<file path="config.mk">
export PLATFORM = sky130hd
export DESIGN_NAME = gregorian_to_lunar_date
export DESIGN_NICKNAME = d
export VERILOG_FILES = /design/src/gtl_pkg.sv /design/src/gregorian_to_lunar_date.sv
export SDC_FILE = /design/constraint.sdc
export NUM_CORES = 1
export LEC_CHECK = 0
export ABC_CLOCK_PERIOD_IN_PS = 24900
export BUFFER_PORTS_ARGS = -buffer_cell sky130_fd_sc_hd__buf_2
export CAP_MARGIN = 20
export CORE_MARGIN = 2
export CORE_UTILIZATION = 25
export CTS_CLUSTER_SIZE = 24
export DETAILED_ROUTE_END_ITERATION = 8
export GPL_TIMING_DRIVEN = 0
export MAX_ROUTING_LAYER = met4
export PLACE_DENSITY = 0.46
export SLEW_MARGIN = 40
export SYNTH_ARGS = -nofsm -noshare
export SYNTH_HDL_FRONTEND = slang
export SYNTH_SLANG_ARGS = --single-unit
</file>
<file path="constraint.sdc">
create_clock -name clk -period 24.9 [get_ports clk]
set_clock_uncertainty 0.2 [all_clocks]
set_input_delay 3.735 -clock clk [delete_from_list [all_inputs] [get_ports clk]]
set_output_delay 3.735 -clock clk [all_outputs]
set_load 0.02 [all_outputs]
</file>
<file path="src/gtl_pkg.sv">
// shared constants, rom contents and helpers for the gregorian to lunar date converter
`default_nettype none

package gtl_pkg;

    localparam int BASE_YEAR        = 1901;
    localparam int TABLE_YEARS_MAX  = 150;
    localparam int DAY_OFFSET       = 49;
    localparam int GREG_YEAR_LEN    = 365;
    localparam int GREG_LEAP_LEN    = 366;
    localparam int LUNAR_SHORT_LEN  = 29;
    localparam int LUNAR_LONG_LEN   = 30;
    localparam int LUNAR_LEN12      = 12 * LUNAR_SHORT_LEN;
    localparam int LUNAR_LEN13      = 13 * LUNAR_SHORT_LEN;
    localparam int FIRST_LUNAR_DAY  = 18;
    localparam int BASE_MOD100      = BASE_YEAR % 100;
    localparam int BASE_MOD400      = BASE_YEAR % 400;

    localparam logic [15:0] MONTHS12_SEL = 16'hfff0;
    localparam logic [15:0] MONTHS13_SEL = 16'hfff8;

    localparam int IN_W  = 24;
    localparam int OUT_W = 24;

    // month-length masks, bit 15 is the first month, set means 30 days
    localparam logic [15:0] MASK_ROM [TABLE_YEARS_MAX] = '{
        16'h4ae0, 16'ha570, 16'h5268, 16'hd260, 16'hd950, 16'h6aa8, 16'h56a0, 16'h9ad0,
        16'h4ae8, 16'h4ae0, 16'ha4d8, 16'ha4d0, 16'hd250, 16'hd548, 16'hb550, 16'h56a0,
        16'h96d0, 16'h95b0, 16'h49b8, 16'h49b0, 16'ha4b0, 16'hb258, 16'h6a50, 16'h6d40,
        16'hada8, 16'h2b60, 16'h9570, 16'h4978, 16'h4970, 16'h64b0, 16'hd4a0, 16'hea50,
        16'h6d48, 16'h5ad0, 16'h2b60, 16'h9370, 16'h92e0, 16'hc968, 16'hc950, 16'hd4a0,
        16'hda50, 16'hb550, 16'h56a0, 16'haad8, 16'h25d0, 16'h92d0, 16'hc958, 16'ha950,
        16'hb4a8, 16'h6ca0, 16'hb550, 16'h55a8, 16'h4da0, 16'ha5b0, 16'h52b8, 16'h52b0,
        16'ha950, 16'he950, 16'h6aa0, 16'had50, 16'hab50, 16'h4b60, 16'ha570, 16'ha570,
        16'h5260, 16'he930, 16'hd950, 16'h5aa8, 16'h56a0, 16'h96d0, 16'h4ae8, 16'h4ad0,
        16'ha4d0, 16'hd268, 16'hd250, 16'hd528, 16'hb540, 16'hb6a0, 16'h96d0, 16'h95b0,
        16'h49b0, 16'ha4b8, 16'ha4b0, 16'hb258, 16'h6a50, 16'h6d40, 16'hada0, 16'hab60,
        16'h9370, 16'h4978, 16'h4970, 16'h64b0, 16'h6a50, 16'hea50, 16'h6b28, 16'h5ac0,
        16'hab60, 16'h9368, 16'h92e0, 16'hc960, 16'hd4a8, 16'hd4a0, 16'hda50, 16'h5aa8,
        16'h56a0, 16'haad8, 16'h25d0, 16'h92d0, 16'hc958, 16'ha950, 16'hb4a0, 16'hb550,
        16'hb550, 16'h55a8, 16'h4ba0, 16'ha5b0, 16'h52b8, 16'h52b0, 16'ha930, 16'h74a8,
        16'h6aa0, 16'had50, 16'h4da8, 16'h4b60, 16'h9570, 16'ha4e0, 16'hd260, 16'he930,
        16'hd530, 16'h5aa0, 16'h6b50, 16'h96d0, 16'h4ae8, 16'h4ad0, 16'ha4d0, 16'hd258,
        16'hd250, 16'hd520, 16'hdaa0, 16'hb5a0, 16'h56d0, 16'h4ad8, 16'h49b0, 16'ha4b8,
        16'ha4b0, 16'haa50, 16'hb528, 16'h6d20, 16'hada0, 16'h55b0
    };

    // leap month numbers, two years a byte: high nibble odd year, low nibble even year
    localparam logic [7:0] LEAP_ROM [TABLE_YEARS_MAX / 2] = '{
        8'h00, 8'h50, 8'h04, 8'h00, 8'h20, 8'h60, 8'h05, 8'h00, 8'h20, 8'h70,
        8'h05, 8'h00, 8'h40, 8'h02, 8'h06, 8'h00, 8'h50, 8'h03, 8'h07, 8'h00,
        8'h60, 8'h04, 8'h00, 8'h20, 8'h70, 8'h05, 8'h00, 8'h30, 8'h80, 8'h06,
        8'h00, 8'h40, 8'h03, 8'h07, 8'h00, 8'h50, 8'h04, 8'h08, 8'h00, 8'h60,
        8'h04, 8'h0a, 8'h00, 8'h60, 8'h05, 8'h00, 8'h30, 8'h80, 8'h05, 8'h00,
        8'h40, 8'h02, 8'h07, 8'h00, 8'h50, 8'h04, 8'h09, 8'h00, 8'h60, 8'h04,
        8'h00, 8'h20, 8'h60, 8'h05, 8'h00, 8'h30, 8'hb0, 8'h06, 8'h00, 8'h50,
        8'h02, 8'h07, 8'h00, 8'h50, 8'h03
    };

    // gregorian month length in a common year
    function automatic logic [4:0] greg_month_len(input logic [3:0] month);
        logic [4:0] len;
        case (month)
            4'd2:                       len = 5'd28;
            4'd4, 4'd6, 4'd9, 4'd11:    len = 5'd30;
            default:                    len = 5'd31;
        endcase
        return len;
    endfunction

endpackage

`default_nettype wire

</file>
<file path="src/gregorian_to_lunar_date.sv">
// gregorian to chinese lunar date converter, top level
`default_nettype none

//  channel   dir  handshake                      payload
//  s_axis    in   s_axis_tvalid / s_axis_tready  gregorian date item
//  m_axis    out  m_axis_tvalid / m_axis_tready  lunar date item
//
//  one item at a time; the sequencer steps one gregorian year, one gregorian month,
//  one lunar year or one lunar month per cycle, the lunar steps through the rom read port
//  reset clears the sequencer and the output valid flag, no clearing pass is needed
//  a finished item waits in the output register while a new item is accepted;
//  a stalled m_axis holds the next result in the final state

module gregorian_to_lunar_date #(
    parameter int TABLE_YEARS = gtl_pkg::TABLE_YEARS_MAX
) (
    input  wire logic                    clk,
    input  wire logic                    rst_n,
    input  wire logic                    s_axis_tvalid,
    output logic                         s_axis_tready,
    // greg_year[11:0], greg_month[15:12], greg_day[20:16], zero fill
    input  wire logic [gtl_pkg::IN_W-1:0]  s_axis_tdata,
    output logic                         m_axis_tvalid,
    input  wire logic                    m_axis_tready,
    // valid_res[0], lunar_year[12:1], lunar_month[16:13], lunar_day[21:17],
    // is_leap_month[22], zero fill
    output logic [gtl_pkg::OUT_W-1:0]    m_axis_tdata
);

    localparam int IDX_W  = (TABLE_YEARS > 1) ? $clog2(TABLE_YEARS) : 1;
    localparam int MASK_IDX_W = $clog2(gtl_pkg::TABLE_YEARS_MAX);
    localparam int LEAP_IDX_W = $clog2(gtl_pkg::TABLE_YEARS_MAX / 2);
    localparam int DAYS_W = $clog2(TABLE_YEARS * gtl_pkg::GREG_LEAP_LEN + 400);
    localparam logic [11:0] FIRST_YEAR = 12'(gtl_pkg::BASE_YEAR);
    localparam logic [11:0] LAST_YEAR  = 12'(gtl_pkg::BASE_YEAR + TABLE_YEARS - 1);
    localparam logic [IDX_W-1:0] LAST_OFF = IDX_W'(TABLE_YEARS - 1);

    typedef enum logic [2:0] {
        IDLE,
        GREG_YEAR,
        GREG_MONTH,
        LUNAR_YEAR,
        LUNAR_MONTH,
        FINISH
    } state_t;

    state_t state_reg, state_next;

    // captured input item
    logic [11:0] gy_reg, gy_next;
    logic [3:0]  gm_reg, gm_next;
    logic [4:0]  gd_reg, gd_next;

    // gregorian walk, with mod 100 and mod 400 counters for the leap rule
    logic [11:0] y_reg, y_next;
    logic [6:0]  c100_reg, c100_next;
    logic [8:0]  c400_reg, c400_next;
    logic [3:0]  mo_reg, mo_next;

    // day count, later the days left inside the lunar year or month
    logic [DAYS_W-1:0] days_reg, days_next;

    // lunar walk
    logic [IDX_W-1:0] off_reg, off_next;
    logic [3:0]       mon_reg, mon_next;
    logic             after_reg, after_next;

    // result held for the output register
    logic        res_valid_reg, res_valid_next;
    logic [11:0] res_year_reg, res_year_next;
    logic [3:0]  res_month_reg, res_month_next;
    logic [4:0]  res_day_reg, res_day_next;
    logic        res_leap_reg, res_leap_next;

    logic                     out_valid_reg, out_valid_next;
    logic [gtl_pkg::OUT_W-1:0] out_data_reg, out_data_next;

    // rom read registers, address is the next year offset
    logic [15:0] mask_q;
    logic [7:0]  leap_byte_q;

    logic [11:0] in_year;
    logic [3:0]  in_month;
    logic [4:0]  in_day;
    logic        accept;
    logic        in_bad;
    logic        y_leap;
    logic [3:0]  leap_nib;
    logic        has_leap;
    logic [3:0]  long_cnt;
    logic [8:0]  year_len;
    logic [3:0]  bit_idx;
    logic [4:0]  mon_len;
    logic [3:0]  last_mon;
    logic [3:0]  prev_mon;
    logic [DAYS_W-1:0] greg_sum;
    logic [DAYS_W-1:0] year_len_w;
    logic [DAYS_W-1:0] mon_len_w;

    assign in_year  = s_axis_tdata[11:0];
    assign in_month = s_axis_tdata[15:12];
    assign in_day   = s_axis_tdata[20:16];

    assign s_axis_tready = (state_reg == IDLE);
    assign accept        = s_axis_tvalid && s_axis_tready;
    assign m_axis_tvalid = out_valid_reg;
    assign m_axis_tdata  = out_data_reg;

    // out of range years, dates before the first new year, a month of zero or above twelve, or a day of zero
    assign in_bad = (in_year < FIRST_YEAR) || (in_year > LAST_YEAR)
                 || ((in_year == FIRST_YEAR)
                     && ((in_month == 4'd1)
                         || ((in_month == 4'd2)
                             && (in_day <= 5'(gtl_pkg::FIRST_LUNAR_DAY)))))
                 || (in_month == 4'd0) || (in_month > 4'd12) || (in_day == 5'd0);

    assign y_leap = (y_reg[1:0] == 2'd0) && ((c100_reg != 7'd0) || (c400_reg == 9'd0));

    // even offset is an odd year and takes the high nibble
    assign leap_nib = off_reg[0] ? leap_byte_q[3:0] : leap_byte_q[7:4];
    assign has_leap = (leap_nib != 4'd0);
    assign last_mon = has_leap ? 4'd13 : 4'd12;

    assign long_cnt = 4'($countones(mask_q & (has_leap ? gtl_pkg::MONTHS13_SEL
                                                      : gtl_pkg::MONTHS12_SEL)));
    assign year_len = (has_leap ? 9'(gtl_pkg::LUNAR_LEN13) : 9'(gtl_pkg::LUNAR_LEN12))
                    + 9'(long_cnt);
    assign year_len_w = DAYS_W'(year_len);

    // month number one maps to mask bit 15
    assign bit_idx   = 4'(5'd16 - {1'b0, mon_reg});
    assign mon_len   = mask_q[bit_idx] ? 5'(gtl_pkg::LUNAR_LONG_LEN)
                                       : 5'(gtl_pkg::LUNAR_SHORT_LEN);
    assign mon_len_w = DAYS_W'(mon_len);
    assign prev_mon  = mon_reg - 4'd1;

    assign greg_sum = days_reg + DAYS_W'(gd_reg);

    always_comb
    begin
        state_next     = state_reg;
        gy_next        = gy_reg;
        gm_next        = gm_reg;
        gd_next        = gd_reg;
        y_next         = y_reg;
        c100_next      = c100_reg;
        c400_next      = c400_reg;
        mo_next        = mo_reg;
        days_next      = days_reg;
        off_next       = off_reg;
        mon_next       = mon_reg;
        after_next     = after_reg;
        res_valid_next = res_valid_reg;
        res_year_next  = res_year_reg;
        res_month_next = res_month_reg;
        res_day_next   = res_day_reg;
        res_leap_next  = res_leap_reg;
        out_valid_next = out_valid_reg;
        out_data_next  = out_data_reg;

        if (m_axis_tready)
        begin
            out_valid_next = 1'b0;
        end

        case (state_reg)
            IDLE:
            begin
                if (accept)
                begin
                    gy_next        = in_year;
                    gm_next        = in_month;
                    gd_next        = in_day;
                    y_next         = FIRST_YEAR;
                    c100_next      = 7'(gtl_pkg::BASE_MOD100);
                    c400_next      = 9'(gtl_pkg::BASE_MOD400);
                    mo_next        = 4'd1;
                    days_next      = '0;
                    off_next       = '0;
                    mon_next       = 4'd1;
                    after_next     = 1'b0;
                    res_valid_next = 1'b0;
                    res_year_next  = '0;
                    res_month_next = '0;
                    res_day_next   = '0;
                    res_leap_next  = 1'b0;
                    state_next     = in_bad ? FINISH : GREG_YEAR;
                end
            end

            GREG_YEAR:
            begin
                if (y_reg == gy_reg)
                begin
                    state_next = GREG_MONTH;
                end
                else
                begin
                    days_next = days_reg + (y_leap ? DAYS_W'(gtl_pkg::GREG_LEAP_LEN)
                                                   : DAYS_W'(gtl_pkg::GREG_YEAR_LEN));
                    y_next    = y_reg + 12'd1;
                    c100_next = (c100_reg == 7'd99)  ? 7'd0 : c100_reg + 7'd1;
                    c400_next = (c400_reg == 9'd399) ? 9'd0 : c400_reg + 9'd1;
                end
            end

            GREG_MONTH:
            begin
                if (mo_reg == gm_reg)
                begin
                    if (greg_sum < DAYS_W'(gtl_pkg::DAY_OFFSET + 1))
                    begin
                        state_next = FINISH;
                    end
                    else
                    begin
                        days_next  = greg_sum - DAYS_W'(gtl_pkg::DAY_OFFSET);
                        state_next = LUNAR_YEAR;
                    end
                end
                else
                begin
                    days_next = days_reg + DAYS_W'(gtl_pkg::greg_month_len(mo_reg))
                              + DAYS_W'((mo_reg == 4'd2) && y_leap);
                    mo_next   = mo_reg + 4'd1;
                end
            end

            LUNAR_YEAR:
            begin
                if (year_len_w >= days_reg)
                begin
                    state_next = LUNAR_MONTH;
                end
                else if (off_reg == LAST_OFF)
                begin
                    state_next = FINISH;
                end
                else
                begin
                    days_next = days_reg - year_len_w;
                    off_next  = off_reg + IDX_W'(1);
                end
            end

            LUNAR_MONTH:
            begin
                if (mon_len_w >= days_reg)
                begin
                    // second occurrence rule: months after the leap shift down by one
                    res_valid_next = 1'b1;
                    res_year_next  = FIRST_YEAR + 12'(off_reg);
                    res_month_next = after_reg ? prev_mon : mon_reg;
                    res_leap_next  = after_reg && (prev_mon == leap_nib);
                    res_day_next   = 5'(days_reg);
                    state_next     = FINISH;
                end
                else if (mon_reg == last_mon)
                begin
                    state_next = FINISH;
                end
                else
                begin
                    days_next = days_reg - mon_len_w;
                    if (leap_nib == mon_reg)
                    begin
                        after_next = 1'b1;
                    end
                    mon_next = mon_reg + 4'd1;
                end
            end

            FINISH:
            begin
                if (!out_valid_reg || m_axis_tready)
                begin
                    out_valid_next = 1'b1;
                    out_data_next  = {1'b0, res_leap_reg, res_day_reg, res_month_reg,
                                      res_year_reg, res_valid_reg};
                    state_next     = IDLE;
                end
            end

            default:
            begin
                state_next = IDLE;
            end
        endcase
    end

    always_ff @(posedge clk or negedge rst_n)
    begin
        if (!rst_n)
        begin
            state_reg     <= IDLE;
            out_valid_reg <= 1'b0;
            off_reg       <= '0;
        end
        else
        begin
            state_reg     <= state_next;
            out_valid_reg <= out_valid_next;
            off_reg       <= off_next;
        end
    end

    // payload registers
    always_ff @(posedge clk)
    begin
        gy_reg        <= gy_next;
        gm_reg        <= gm_next;
        gd_reg        <= gd_next;
        y_reg         <= y_next;
        c100_reg      <= c100_next;
        c400_reg      <= c400_next;
        mo_reg        <= mo_next;
        days_reg      <= days_next;
        mon_reg       <= mon_next;
        after_reg     <= after_next;
        res_valid_reg <= res_valid_next;
        res_year_reg  <= res_year_next;
        res_month_reg <= res_month_next;
        res_day_reg   <= res_day_next;
        res_leap_reg  <= res_leap_next;
        out_data_reg  <= out_data_next;
    end

    // synchronous rom reads addressed by off_next, so the data lines up with off_reg
    always_ff @(posedge clk)
    begin
        mask_q      <= gtl_pkg::MASK_ROM[MASK_IDX_W'(off_next)];
        leap_byte_q <= gtl_pkg::LEAP_ROM[LEAP_IDX_W'(off_next >> 1)];
    end

endmodule

`default_nettype wire

</file>
* After elaboration in Yosys (flattened, before gate mapping)
Memory sizes are Yosys's and may differ from the RTL's. A register that Yosys moved wholly into a read port is not among the register bits.
Index checks and enable logic that the tools add are counted.
** Word-level totals
- Bits in latches :: 0
- Output and inout port bits :: 26
- Register bits after elaboration :: 132
- RAM bits :: 0
- Memories kept :: 2
- Memory bits (read-only) :: 5120
** Memory list
- (no name shown) :: words 256, bits a word 16, read ports 1, clocked after memory_dff 1, write ports 0, line gregorian_to_lunar_date.sv:331 : mask_q <= gtl_pkg::MASK_ROM[MASK_IDX_W'(off_next)];
- (no name shown) :: words 128, bits a word 8, read ports 1, clocked after memory_dff 1, write ports 0, line gregorian_to_lunar_date.sv:332 : leap_byte_q <= gtl_pkg::LEAP_ROM[LEAP_IDX_W'(off_next >> 1)];
** Operators by class
- $add $sub $neg :: 32
- Order comparisons :: 8
- Reduce and logical (&&, ||, !) cells :: 36
- Eq/ne operators :: 36
- Mux-type cells :: 74
- Divide/modulo/power cells :: 0
- $mul :: 0
- Bitwise logic cells :: 3
- Shift operators :: 0
** Operators with widths (number)
- two-way mux 16 bit :: 8
- case mux 16 bit (5 select lines) :: 1
- two-way mux 12 bit :: 4
- case mux 12 bit (2 select lines) :: 2
- two-way mux 4 bit :: 9
- adder 16 x 5 -> 16 bit :: 2
- two-way mux 3 bit :: 10
- two-way mux 9 bit :: 3
- two-way mux 8 bit :: 3
- case mux 4 bit (2 select lines) :: 3
- inequality test 2 bit, second input constant :: 11
- two-way mux 7 bit :: 3
- two-way mux 5 bit :: 4
- case mux 3 bit (6 select lines) :: 1
- case mux 9 bit (2 select lines) :: 1
- adder 1 x 1 -> 2 bit :: 8
- adder 16 x 1 -> 16 bit :: 1
- adder 16 x 9 -> 16 bit :: 1
- AND 16 bit :: 1
- == test 4 bit :: 4
- greater-or-equal comparator 5 x 16 -> 1 bit :: 1
- greater-or-equal comparator 9 x 16 -> 1 bit :: 1
- less-than comparator 16 x 6 -> 1 bit, second input constant :: 1
- case mux 8 bit (2 select lines) :: 1
- 63 further kinds :: 105

* Logic depth before layout (Yosys ltp)
- Depth after elaboration :: 13
- Gate-level depth with buffers :: 33
- Depth with buffers taken out :: 30

* Least setup slack after synthesis
No wires, ideal clock.
- Path type :: flip-flop to flip-flop
- Start :: register off_reg[0]
- End :: register mask_q[10]
- Path slack :: 16056 ps
- Required time :: 24641 ps
- Path buffers :: 3
- Library setup time :: 59 ps
- Data arrival time :: 8585 ps
- Cell stages (with the launch flop) :: 32
- Cell sequence :: dfrtp_1 -> buf_2 -> mux2i_1 -> nand4_1 -> nand2_1 -> fa_1 -> fa_1 -> fa_1 -> fa_1 -> fa_1 -> xnor2_1 -> ha_1 -> a31oi_1 -> nand2_1 -> xnor2_1 -> ha_1 -> a211o_1 -> a21oi_1 -> a21oi_1 -> o21ai_4 -> or2_2 -> nand2_1 -> inv_1 -> buf_1 -> ha_1 -> clkbuf_1 -> clkinv_1 -> a2111oi_0 -> nor2_1 -> a221o_1 -> a211oi_1 -> o32a_1
** On the way
- Word-level cells in the longest chain between the ends :: 13
- Elaborated cells between the ends (all ways) :: 18
- Classes of those cells :: add/sub (6); order compare (1); eq/ne (1); mux (7); bitwise (2); reduce/logical (1)
** Ends and longest elaborated chain
- from (decl) :: line gregorian_to_lunar_date.sv:64 : logic [IDX_W-1:0] off_reg, off_next;
- from (signal assigned) :: line gregorian_to_lunar_date.sv:303 : off_reg <= off_next;
- two-way mux 4 bit :: line gregorian_to_lunar_date.sv:120 : assign leap_nib = off_reg[0] ? leap_byte_q[3:0] : leap_byte_q[7:4];
- nonzero test 4 bit :: line gregorian_to_lunar_date.sv:121 : assign has_leap = (leap_nib != 4'd0);
- two-way mux 4 bit :: line gregorian_to_lunar_date.sv:124 : assign long_cnt = 4'($countones(mask_q & (has_leap ? gtl_pkg::MONTHS13_SEL
- AND 16 bit :: line gregorian_to_lunar_date.sv:124
- adder 1 x 1 -> 2 bit (not written as such) :: line gregorian_to_lunar_date.sv:124
- adder 2 x 2 -> 3 bit (not written as such) :: line gregorian_to_lunar_date.sv:124
- adder 3 x 3 -> 4 bit (not written as such) :: line gregorian_to_lunar_date.sv:124
- adder 4 bit (not written as such) :: line gregorian_to_lunar_date.sv:124
- adder 9 x 4 -> 9 bit :: line gregorian_to_lunar_date.sv:127 : + 9'(long_cnt);
- greater-or-equal comparator 9 x 16 -> 1 bit :: line gregorian_to_lunar_date.sv:231 : if (year_len_w >= days_reg)
- two-way mux 8 bit :: line gregorian_to_lunar_date.sv:231
- case mux 8 bit (2 select lines) * :: line gregorian_to_lunar_date.sv:166 : case (state_reg)
- NOT 8 -> 9 bit (not written as such) * :: line gregorian_to_lunar_date.sv:331
- to (decl) :: line gregorian_to_lunar_date.sv:79 : logic [15:0] mask_q;
Mark *: on every way between the ends. The rest lies on a longest branch, timed or not.
A chain may end at the register's enable or synchronous reset.

* Worst setup path after layout
- Start :: register off_reg[0]
- End :: register mask_q[15]
The elaborated chain is that of the path after synthesis.

==> metrics.cfg <==
[outcome]
status=completed

[die]
io_pins=54
start_util_pct=25.3
die-area_mm2=0.0552
die_y_um=235
placeableCoreArea_mm2=0.0527
rows=84
die_width_um=235

[sta]
period_minus_slack_ps=12230
hold_viol=0
fmax_ghz=0.0818
relSlewSlack_pct=37.7
setup-tns-final_ps=0
setup_viol=0
drv_slew=0
fin_crit_sh_pct=49.1
rsz0062_at_grt=false
tightestPinTransition_ps=928

[flow_run]
maxCapViolCount=0

[critical_path]
critPathTopFamily=compound AO/OA/AOI/OAI gates
cp_max_fo=15
startpoint_type=register
crit_arrival_ps=12280
cp_slowest_cell=clkinv_1
worst-path-buf-inv=7
endpoint_kind=register
slowest_delay_ps=770
required_ps=24950
critPathKind=register to register
worst_path_most_repeated_cell=fa_1

[cts]
clockBufferDepth=2
cts_setup_buffers=0
cts.clk_slew.worst_paths_ps=70
cts-buffers-inserted=17
cts.sinks=153
cts_hold_buf=0
cts_resized=0
root_buffer=clkbuf_16
cts_tree=yes
cts_max_level=4
clk_latency_ps=450

[logic_synthesis]
synth_edf_count=120
synth.lib_cells_used.distinct=105
synth_area_leader_cell=edfxtp_1
yosys_most_used_dff=edfxtp_1
ys_seq_area_share_pct=32.4
synth_seq_cells=153
ys_top_cells_by_count=nand2_1 (162), nor2_1 (127), edfxtp_1 (120), a21oi_1 (107), o21ai_0 (97)
syn_avg_cell_area_um2=8.44
async_reset_ff_share_pct=7.84
synthCells=1579
synth_area_mm2=0.0133
syn_nets=1678
yosysMostFrequentCell=nand2_1
yosysWarnings=0
synthTopCellsByArea=edfxtp_1 (27%), ha_1 (5.3%), nand2_1 (4.6%)
netlist.area_leader.share_pct=27.0

[detailed_routing]
ant_nets=0
wire_per_inst_um=27.5
wl_um=64900
drtPass1Iterations=6
drc_errors=0
drt-initial-drc-count=1472
viasPerCell=5.89
vias=13900

[global_routing]
grt_use_met1_pct=29.3
grt_first_pass_wirelength_um=94600
grtUsageTotal_pct=23.7
grt.busiest_layer=met2
overflow=0
grt_use_met2_pct=37.0
grt_use_met3_pct=4.36
grt_pass1_vias=13700
antenna_found_initial=0
grt_max_degree=25

[placed_design]
dpl.hpwl_um=48500
gp_congestion=0.997
dpl_cell_area_mm2=0.0146
port_buffers=49

[final_layout]
nets=1757
drive_above_1_share_pct=12.3
diodes=0
syn_to_final_growth_pct=14.4
largest_reg_flops=23
design_area_mm2=0.0153

[worst_hold_path]
hold_class=register to register

## final timing paths
path / to / slack [ps] / start / depth (start not counted)
worst max register to register: mask_q[15] / 12670 / off_reg[0] / 32
worst min-delay path: m_axis_tdata[15] / 220 / res_month_reg[2] / 0
min in group asynchronous: off_reg[7] / 2980 / rst_n / 1
worst max-delay path: mask_q[15] / 12670 / off_reg[0] / 32
worst min register to register: m_axis_tdata[15] / 220 / res_month_reg[2] / 0
max in group asynchronous: off_reg[3] / 21270 / rst_n / 1
## layout by cell type (no fill, tap or decap), types with 12 or more instances in the layout
cell         n
nor3_1      42
buf_4       15
mux2i_1     18
nand2_1    162
dfrtp_1     12
nand4_1     14
a211oi_1    23
ha_1        57
fa_1        14
nor4_1      16
xor2_1      48
o211ai_1    34
clkbuf_16   17
a21o_1      18
nand3_1     62
dfxtp_1     21
a21oi_1    107
nor2_1     121
o21ai_0     94
inv_1       64
nand2b_1    14
clkbuf_1    61
o221ai_1    23
xnor2_1     51
o21a_1      12
a221oi_1    17
o22ai_1     21
a31oi_1     28
buf_2       85
edfxtp_1   120
a22oi_1     15
and3_1      20
## area by class of cell
type                            count  area (um2)
Fill cell                        5638       37400
Multi-Input combinational cell   1231        8290
Sequential cell                   153        4320
Tap cell                          688         861
Buffer                            122         569
Clock buffer                       18         439
Timing Repair Buffer               60         347
Inverter                           73         278
Clock inverter                     14         153
## per-stage QoR
stage	instances	hold WS, ps	setup WS [ps]	util [%]
after floorplan	1579	200	16060	-
after global placement	2316	207	10710	27.4
after detailed placement	2327	205	12990	27.8
after CTS	2359	216	12930	28.9
after global routing	2359	218	12250	29.0
final	2359	218	12670	29.0
## kinds of logic (layout without fill, tap and decap cells)
kind of cell | after synthesis | in the layout | synth area share [%]
AO/OA/AOI/OAI | 521 | 521 | 26.8
XOR/XNOR | 99 | 99 | 6.50
adder cells (fa/ha/maj) | 71 | 71 | 7.45
buffers and inverters | 195 | 287 | 6.30
flip-flops | 153 | 153 | 32.4
multiplexers | 25 | 25 | 2.22
other | 1 | 1 | 0.0281
AND/OR/NAND/NOR | 514 | 514 | 18.3
## routing by layer
metal	routed length, um	vias to the layer above
met1	27100	6892
li1	-	6097
met5	0	-
met3	4710	188
met4	3440	0
met2	29600	712
Power is left out: the tool's default activity adds up to more than one toggle a clock period on the data nets, which glitch-free logic cannot reach.
